<file path="src/hdl/q8sf_pkg.sv">
// shared constants and types of the quad8 shape function evaluator
`default_nettype none

package q8sf_pkg;

    localparam int FRAC_BITS = 14;
    localparam int COORD_W   = 16;
    localparam int OUT_W     = 16;
    localparam int NODE_W    = 3;
    localparam int NUM_NODES = 8;

    // signed width of the constant one (2^FRAC_BITS)
    localparam int ONE_W   = FRAC_BITS + 2;
    // operands are sums of up to three coordinate-sized values
    localparam int OP_W    = ((COORD_W > ONE_W) ? COORD_W : ONE_W) + 3;
    localparam int PROD2_W = 2 * OP_W;
    localparam int PROD3_W = 3 * OP_W;
    localparam int SUM_W   = PROD3_W + 1;
    localparam int SHIFT_W = $clog2(2 * FRAC_BITS + 3);

    localparam int QUEUE_DEPTH = 2;

    localparam int IN_DATA_W  = ((2 * COORD_W + 7) / 8) * 8;
    localparam int OUT_FLD_W  = NODE_W + 3 * OUT_W;
    localparam int OUT_DATA_W = ((OUT_FLD_W + 7) / 8) * 8;

    // node numbering: corners are even, midsides odd
    localparam logic [NODE_W-1:0] NODE_CORNER_SW = NODE_W'(0);
    localparam logic [NODE_W-1:0] NODE_MID_S     = NODE_W'(1);
    localparam logic [NODE_W-1:0] NODE_CORNER_SE = NODE_W'(2);
    localparam logic [NODE_W-1:0] NODE_MID_E     = NODE_W'(3);
    localparam logic [NODE_W-1:0] NODE_CORNER_NE = NODE_W'(4);
    localparam logic [NODE_W-1:0] NODE_MID_N     = NODE_W'(5);
    localparam logic [NODE_W-1:0] NODE_CORNER_NW = NODE_W'(6);
    localparam logic [NODE_W-1:0] NODE_MID_W     = NODE_W'(7);
    localparam logic [NODE_W-1:0] NODE_LAST      = NODE_W'(NUM_NODES - 1);

    typedef logic signed [OP_W-1:0] op_t;

    localparam op_t ONE_FX = op_t'(64'sd1 <<< FRAC_BITS);

    // coordinates with the offsets used by every node already formed
    typedef struct packed {
        op_t x;
        op_t y;
        op_t xp;   // one + x
        op_t xm;   // x - one
        op_t yp;   // one + y
        op_t ym;   // y - one
    } q8sf_coord_t;

    typedef struct packed {
        logic        valid;
        q8sf_coord_t coord;
    } q8sf_head_t;

endpackage

`default_nettype wire

</file>
<file path="src/hdl/q8sf_front.sv">
// front end: takes coordinate requests, forms offsets, queues them
`default_nettype none

module q8sf_front (
    input  wire logic                             clk,
    input  wire logic                             rst_n,
    input  wire logic                             s_axis_tvalid,
    output logic                                  s_axis_tready,
    input  wire logic [q8sf_pkg::IN_DATA_W-1:0]   s_axis_tdata,   // xi_coord, eta_coord
    input  wire logic                             pop,
    output q8sf_pkg::q8sf_head_t                  head
);

    localparam int PTR_W = (q8sf_pkg::QUEUE_DEPTH > 1) ? $clog2(q8sf_pkg::QUEUE_DEPTH) : 1;
    localparam int CNT_W = $clog2(q8sf_pkg::QUEUE_DEPTH + 1);

    q8sf_pkg::q8sf_coord_t entry_reg [q8sf_pkg::QUEUE_DEPTH];
    q8sf_pkg::q8sf_coord_t in_coord;

    logic [PTR_W-1:0] wr_ptr_reg, wr_ptr_next;
    logic [PTR_W-1:0] rd_ptr_reg, rd_ptr_next;
    logic [CNT_W-1:0] count_reg, count_next;
    logic             push;
    logic             do_pop;

    always_comb
    begin
        in_coord.x  = q8sf_pkg::op_t'($signed(s_axis_tdata[q8sf_pkg::COORD_W-1:0]));
        in_coord.y  = q8sf_pkg::op_t'($signed(
                          s_axis_tdata[2*q8sf_pkg::COORD_W-1:q8sf_pkg::COORD_W]));
        in_coord.xp = q8sf_pkg::ONE_FX + in_coord.x;
        in_coord.xm = in_coord.x - q8sf_pkg::ONE_FX;
        in_coord.yp = q8sf_pkg::ONE_FX + in_coord.y;
        in_coord.ym = in_coord.y - q8sf_pkg::ONE_FX;
    end

    assign s_axis_tready = (count_reg != CNT_W'(q8sf_pkg::QUEUE_DEPTH));
    assign push          = s_axis_tvalid && s_axis_tready;
    assign do_pop        = pop && (count_reg != '0);

    always_comb
    begin
        wr_ptr_next = wr_ptr_reg;
        rd_ptr_next = rd_ptr_reg;
        count_next  = count_reg;
        if (push)
        begin
            wr_ptr_next = (wr_ptr_reg == PTR_W'(q8sf_pkg::QUEUE_DEPTH - 1)) ? '0
                                                                            : wr_ptr_reg + 1'b1;
        end
        if (do_pop)
        begin
            rd_ptr_next = (rd_ptr_reg == PTR_W'(q8sf_pkg::QUEUE_DEPTH - 1)) ? '0
                                                                            : rd_ptr_reg + 1'b1;
        end
        if (push && !do_pop)
        begin
            count_next = count_reg + 1'b1;
        end
        else if (do_pop && !push)
        begin
            count_next = count_reg - 1'b1;
        end
    end

    always_ff @(posedge clk or negedge rst_n)
    begin
        if (!rst_n)
        begin
            wr_ptr_reg <= '0;
            rd_ptr_reg <= '0;
            count_reg  <= '0;
        end
        else
        begin
            wr_ptr_reg <= wr_ptr_next;
            rd_ptr_reg <= rd_ptr_next;
            count_reg  <= count_next;
        end
    end

    always_ff @(posedge clk)
    begin
        if (push)
        begin
            entry_reg[wr_ptr_reg] <= in_coord;
        end
    end

    assign head.valid = (count_reg != '0);
    assign head.coord = entry_reg[rd_ptr_reg];

endmodule

`default_nettype wire

</file>
<file path="config.mk">
export PLATFORM = sky130hd
export DESIGN_NAME = q8sf_front
export DESIGN_NICKNAME = d
export VERILOG_FILES = /design/src/hdl/q8sf_pkg.sv /design/src/hdl/q8sf_front.sv
export SDC_FILE = /design/constraint.sdc
export NUM_CORES = 1
export LEC_CHECK = 0
export ABC_AREA = 1
export BUFFER_PORTS_ARGS = -buffer_cell sky130_fd_sc_hd__buf_4
export CORE_ASPECT_RATIO = 1.2
export CORE_MARGIN = 2
export CORE_UTILIZATION = 40
export DETAILED_ROUTE_END_ITERATION = 8
export PLACE_DENSITY = 0.7
export SYNTH_ARGS = -nofsm -noshare
export SYNTH_HDL_FRONTEND = slang
export SYNTH_SLANG_ARGS = --single-unit
</file>
<file path="constraint.sdc">
create_clock -name clk -period 2.9 [get_ports clk]
set_input_delay 0.58 -clock clk [delete_from_list [all_inputs] [get_ports clk]]
set_output_delay 0.58 -clock clk [all_outputs]
set_load 0.1 [all_outputs]
</file>
After elaboration in Yosys (flattened, before gate mapping). Memories as Yosys holds them, arrays and structs flattened. Index checks and enable logic that the tools add are counted.

Add/sub/neg operators: 8. Reduce and logical (&&, ||, !) cells: 8. Equal/unequal tests: 1. Mux-type cells: 6.

Operator list (number): $add A16 B16 Y17 const A (2); $sub A16 B16 Y17 const B (2); $logic_and A1 B1 Y1 (4); $mux W1 (4); $mux W2 (2); $reduce_bool A2 Y1 (2); $add A1 B1 Y1 const B (2); $add A2 B1 Y2 const B (1); $logic_not A1 Y1 (2); $ne A2 B2 Y1 const B (1); $sub A2 B1 Y2 const B (1).

Register bits: 4. Output and inout port bits: 116. RAM bits: 228. Memories kept: 1. Input bits: 36. Logic and storage cells: 27.

Memory list: entry_reg (depth 2, width 114, rd ports 1, clocked after memory_dff 0, wr ports 1, RTL line q8sf_front.sv:17) `q8sf_pkg::q8sf_coord_t entry_reg [q8sf_pkg::QUEUE_DEPTH];`.

Logic depth before layout (Yosys ltp). Gate-level depths: netlist of run 1.

Depth after elaboration: 6. Gate-level depth with buffers: 10. Mapped depth without buffers: 10.

Worst setup path after synthesis of run 1. Ideal clock, no wire load.

Path type: register -> register. Start: register count_reg[0]. End: memory entry_reg[0][100] (netlist bit), enable pin. Library setup time: 0.442 ns. Data required time: 2.458 ns. Path buffers: 0. Data arrival time: 2.776 ns. Setup slack: -0.318 ns. Stages on the path, launching flop included: 5. Clock period less this slack: 3.218 ns. Path through: dfrtp_1 inv_2 nand2_2 nand2_2 nor2_1.

Cells in the longest elaborated chain, start to end: 4.

RTL lines: start: declaration (RTL line q8sf_front.sv:22) `logic [CNT_W-1:0] count_reg, count_next;`; start signal: assignment (RTL line q8sf_front.sv:78) `count_reg <= count_next;`; $ne A2 B2 Y1 (RTL line q8sf_front.sv:37) `assign s_axis_tready = (count_reg != CNT_W'(q8sf_pkg::QUEUE_DEPTH));`; net s_axis_tready (RTL line q8sf_front.sv:8) `output logic s_axis_tready,`; $logic_and A1 B1 Y1 (RTL line q8sf_front.sv:38) `assign push = s_axis_tvalid && s_axis_tready;`; $mux W1 (RTL line q8sf_front.sv:84) `if (push)`; $mux W1 (not written as such) (RTL line q8sf_front.sv:86) `entry_reg[wr_ptr_reg] <= in_coord;`; end: declaration (RTL line q8sf_front.sv:17).

The timed path passes the listed nets, and every way through them passes these cells.

==> impl_metrics.ini, run 1 <==
[run_status]
outcome = complete, no violations

[setup_path]
start_kind = flip-flop
max_stage_delay_ns = 0.56
cp.arrival_ns = 1.82
path_buf_inv = 2
crit_required_ns = 2.32
critical-path-top-delay-family = buffers and inverters
endpoint_kind = output port
cp_max_fo = 31
path_cells = buf_4, nand2_1, nand2_1, buf_4
path_class = reg2out
slowest_stage = dfrtp_2

[timing]
slew_headroom_pct = 60.83
worstMarginPinSlew_ns = 0.5876
rsz0062_at_grt = false
finalSetupViolations = 0
timing.fmax_mhz = 417.0
fin_crit_ns = 2.398
fin_skew_ns = 0.005117
min_period_over_period_pct = 82.69
finalHoldViolCount = 0
finalMaxSlewViolations = 0

[synthesis]
syn_avg_cell_area_um2 = 12.07
synth_warnings = 0
synthCells = 332
ys_ff_latch = 88
mappedNetlistArea_um2 = 4006
synth_top_cell_area_share_pct = 62.96
ys_types = 16
yosysSeqAreaShare_pct = 65.46
synth_area_leader_cell = edfxtp_1
synthesis.nets = 373
synth_area_leaders = edfxtp_1 (63%), buf_4 (14%), nand2_1 (11%)

[final_layout]
final_common_cell = buf_4
layout_common_cells = buf_4 (154), nand2_1 (113), edfxtp_1 (84), nand2_2 (23), inv_1 (13)
drive_gt1_share_pct = 45.84
fin_nets = 457
fillers = 868
antenna_cells = 0
largest_reg_flops = 84
utilization_pct = 50.38
seq_area_um2 = 2624
multi_input_area_um2 = 686.9
area_delta_synth_final_pct = 23.98

[drt]
drc = 0
wl_um = 6653
vias_per_cell = 4.303
dr.pass1.iters = 4
antenna_left = 0
drtIter0Drc = 81
wl_per_cell_um = 12.16
vias = 2354

[global_routing]
gr-total-overflow = 0
grtUsageTotal_pct = 12.13
grt_pass1_vias = 2201
grt_max_degree = 44
grt_pass1_wl_um = 9949
antenna_found_initial = 0

[hold_path]
hp-class = in2async

[run]
drv_cap = 0

[clock_network]
cts_setup_buffers = 0
insertion_delay_ns = 0.32
cts.clk_slew.worst_paths_ns = 0.06
h-tree-depth = 3
cts-root-buf = clkbuf_16
cts_buffers = 9
cts_buffer_depth = 2
cts_tree = done
ctsHoldBuffers = 0
cts_resized = 0
cts_sinks = 88

[floorplan]
rows = 40
ioPinCount = 152
die_h_um = 113.6
die_w_um = 95.36
core_um2 = 9859
die_area_um2 = 10840
start_util_pct = 40.63

[place]
io_buffers = 151
place_congestion = 0.6967
hpwlAfterDp_um = 4512
-- logic make-up after synthesis --
group	after synthesis	share of synthesized area (%)
buffers and inverters	96	17.77
flip-flops	88	65.46
XOR/XNOR	2	0.4373
adder cells (fa/ha/maj)	5	1.562
AND/OR/NAND/NOR	141	14.77
-- routing by layer --
layer / vias up / global-route usage (%) / part of all wire, %
met5: - / 0 / 0
met4: 0 / 4.928 / 1.1
met3: 6 / 3.567 / 6.4
met2: 79 / 22.63 / 55
met1: 1099 / 12.36 / 37
li1: 1170 / - / -
-- final cells by class --
class                      instances  area share, %
sequential                        88          52.82
timing repair buffer             154          23.27
multi-input combinational        148          13.83
clock buffer                      10          4.610
tap                              126          3.174
inverter                          15          1.285
clock inverter                     6          1.008
-- per-stage QoR --
| step | TNS, ns | std cells | setup WS, ns | instance area, µm² | hold WS (ns) |
|---|---|---|---|---|---|
| floorplan | -26.69 | 332 | -0.3178 | 4006 | 0.2844 |
| global placement | 0 | 531 | 0.8555 | 4688 | 0.3848 |
| detailed placement | 0 | 531 | 0.8178 | 4688 | 0.3842 |
| CTS | 0 | 547 | 0.4567 | 4967 | 0.03082 |
| global route | 0 | 547 | 0.3550 | 4967 | 0.02634 |
| finish | 0 | 547 | 0.5021 | 4967 | 0.04653 |
-- cells in the mapped netlist (all sizes together) --
cell type,n
buf,81
xor2,1
nand3,2
inv,15
nor2,2
edfxtp,84
ha,5
xnor2,1
dfrtp,4
nand2,136
nand4,1
-- path summary, 6_finish.rpt --
path / startpoint / end / slack (ns) / cells after the start
worst max register to register: count_reg[0] / entry_reg[1][95] / 1.27 / 5
worst max-delay path: rd_ptr_reg / head[111] / 0.50 / 4
worst min-delay path: rst_n / count_reg[0] / 0.05 / 1
worst min register to register: count_reg[0] / count_reg[0] / 0.53 / 1
min in group clk: s_axis_tdata[27] / entry_reg[0][87] / 0.44 / 1
max in group asynchronous: rst_n / rd_ptr_reg / 2.74 / 1
Power of run 1 is not shown: default switching activity piles up to over one toggle a cycle in this logic, so the estimate is an artifact.
==> run 2, diff against run 1 <==
--- a/config.mk
+++ b/config.mk
@@ -11,7 +11,7 @@
 export CORE_MARGIN = 2
 export CORE_UTILIZATION = 40
 export DETAILED_ROUTE_END_ITERATION = 8
-export PLACE_DENSITY = 0.7
+export PLACE_DENSITY = 0.67
 export SYNTH_ARGS = -nofsm -noshare
 export SYNTH_HDL_FRONTEND = slang
 export SYNTH_SLANG_ARGS = --single-unit
==> constraint.sdc (replaced) <==
create_clock -name clk -period 2.5 [get_ports clk]
set_input_delay 0.5 -clock clk [delete_from_list [all_inputs] [get_ports clk]]
set_output_delay 0.5 -clock clk [all_outputs]
set_load 0.1 [all_outputs]
==> run 2 against run 1 <==
Non-clock buffer count up 2. Die area unchanged. Cell area up 1.3%. Wire length up 0.74%. Critical path depth unchanged. Highest routed layer unchanged. First-iteration DRC count up 1.2%. Largest cell class unchanged. Sequential share of layout area down 0.61 points. Global-route usage up 0.25 points. Clock skew down 0.0025 ns. Core utilization up 0.63 points. Hold slack better by 0.31 ns. Worst setup slack worse by 0.32 ns.
==> impl_metrics.ini, run 2 (synthesis results as in run 1) <==
[final_layout]
drive_gt1_share_pct = 47.04
multi_input_area_um2 = 686.9
fillers = 849
final_common_cell = buf_4
layout_common_cells = buf_4 (155), nand2_1 (113), edfxtp_1 (84), nand2_2 (23), inv_1 (13)
area_delta_synth_final_pct = 25.55
seq_area_um2 = 2626
antenna_cells = 0
largest_reg_flops = 84
fin_nets = 459

[floorplan]
die_h_um = 113.6
rows = 40
die_area_um2 = 10840
core_um2 = 9859
die_w_um = 95.36
start_util_pct = 40.63
ioPinCount = 152

[setup_path]
cp_max_fo = 23
crit_required_ns = 2.00
endpoint_kind = output port
r2r_slack_ns = 0.88
cp.arrival_ns = 1.82
start_kind = flip-flop
path_class = reg2out

[clock_network]
cts.clk_slew.worst_paths_ns = 0.06
h-tree-depth = 3
cts_tree = done
cts-root-buf = clkbuf_16
insertion_delay_ns = 0.32
cts_sinks = 88
cts_setup_buffers = 0
cts_buffer_depth = 2
cts_buffers = 9

[hold_path]
hp-class = in2reg

[timing]
finalSetupViolations = 0
min_period_over_period_pct = 92.64
finalMaxSlewViolations = 0
finalHoldViolCount = 0
rsz0062_at_grt = false
timing.fmax_mhz = 431.8
slew_headroom_pct = 62.39
fin_skew_ns = 0.002640
fin_crit_ns = 2.316
layout_setup_ws_ns = 0.1840
worstMarginPinSlew_ns = 0.5641

[drt]
wl_um = 6702
drc = 0
wl_per_cell_um = 12.21
vias_per_cell = 4.313
drtIter0Drc = 82
vias = 2368
antenna_left = 0
dr.pass1.iters = 4

[global_routing]
gr-total-overflow = 0
grt_max_degree = 44
grt_pass1_vias = 2185
grt_pass1_wl_um = 10140
grtUsageTotal_pct = 12.38
antenna_found_initial = 0

[place]
pre_cts_ws_ns = 0.3531
hpwlAfterDp_um = 4587
io_buffers = 151
place_congestion = 0.6894

[run_status]
outcome = complete, no violations

[run]
drv_cap = 0
[run 2: cell types whose count changed in the layout (fill, tap and decap cells not counted)]
cell	previous run	this run
clkinv_1	4	0
bufinv_16	1	2
dfrtp_4	0	1
buf_4	154	155
dfrtp_2	1	0
clkinvlp_4	0	1
clkbuf_1	1	0
clkbuf_8	0	1
dlygate4sd3_1	0	1
clkinv_2	1	3
[run 2: critical path, cell delays in order, from the launching register on]
cell and delay [ns]:
dfrtp_4 0.61, buf_4 0.33, nand2_1 0.08, nand2_1 0.15, buf_4 0.32
[run 2: path summary, 6_finish.rpt]
| path | from | endpoint | depth (start not counted) |
|---|---|---|---|
| min in group asynchronous | rst_n | rd_ptr_reg | 2 |
| min reg2reg | count_reg[1] | count_reg[1] | 2 |
| max | rd_ptr_reg | head[45] | 4 |
| max reg2reg | count_reg[0] | entry_reg[1][87] | 5 |
| max in group asynchronous | rst_n | rd_ptr_reg | 2 |
| min | s_axis_tdata[1] | entry_reg[1][96] | 1 |
[run 2: area by class of cell]
type | instances | share of cell area [%]
inverter | 15 | 1.269
clock inverter | 6 | 1.642
multi-input combinational | 148 | 13.66
sequential | 88 | 52.21
tap | 126 | 3.134
timing repair buffer | 156 | 23.33
clock buffer | 10 | 4.751
[run 2: what timing repair did]
action / 4_1_cts / 5_1_grt
hold buffers: 1 / 0
setup endpoints to repair: 0 / 47
gates resized for setup: 0 / 1
hold endpoints to repair: 4 / 0
[run 2: metrics by stage]
step	TNS, ns	hold slack, ns	instances	utilization, %	instance area, µm²
global route	0	0.3462	549	51.02	5030
finish	0	0.3591	549	51.02	5030
CTS	0	0.3443	549	50.99	5027
detailed placement	0	0.3019	532	47.63	4696
floorplan	-3.097	0.2044	332	-	4011
global placement	0	0.3013	532	47.63	4696
[run 2: metal layers]
layer / up-vias / track usage, % / routed length (µm)
li1: 1172 / - / -
met1: 1102 / 13.99 / 2638
met2: 85 / 21.92 / 3544
met3: 9 / 2.510 / 407
met4: 0 / 6.087 / 112
met5: - / 0 / 0
Power of run 2 is left out for the same reason.
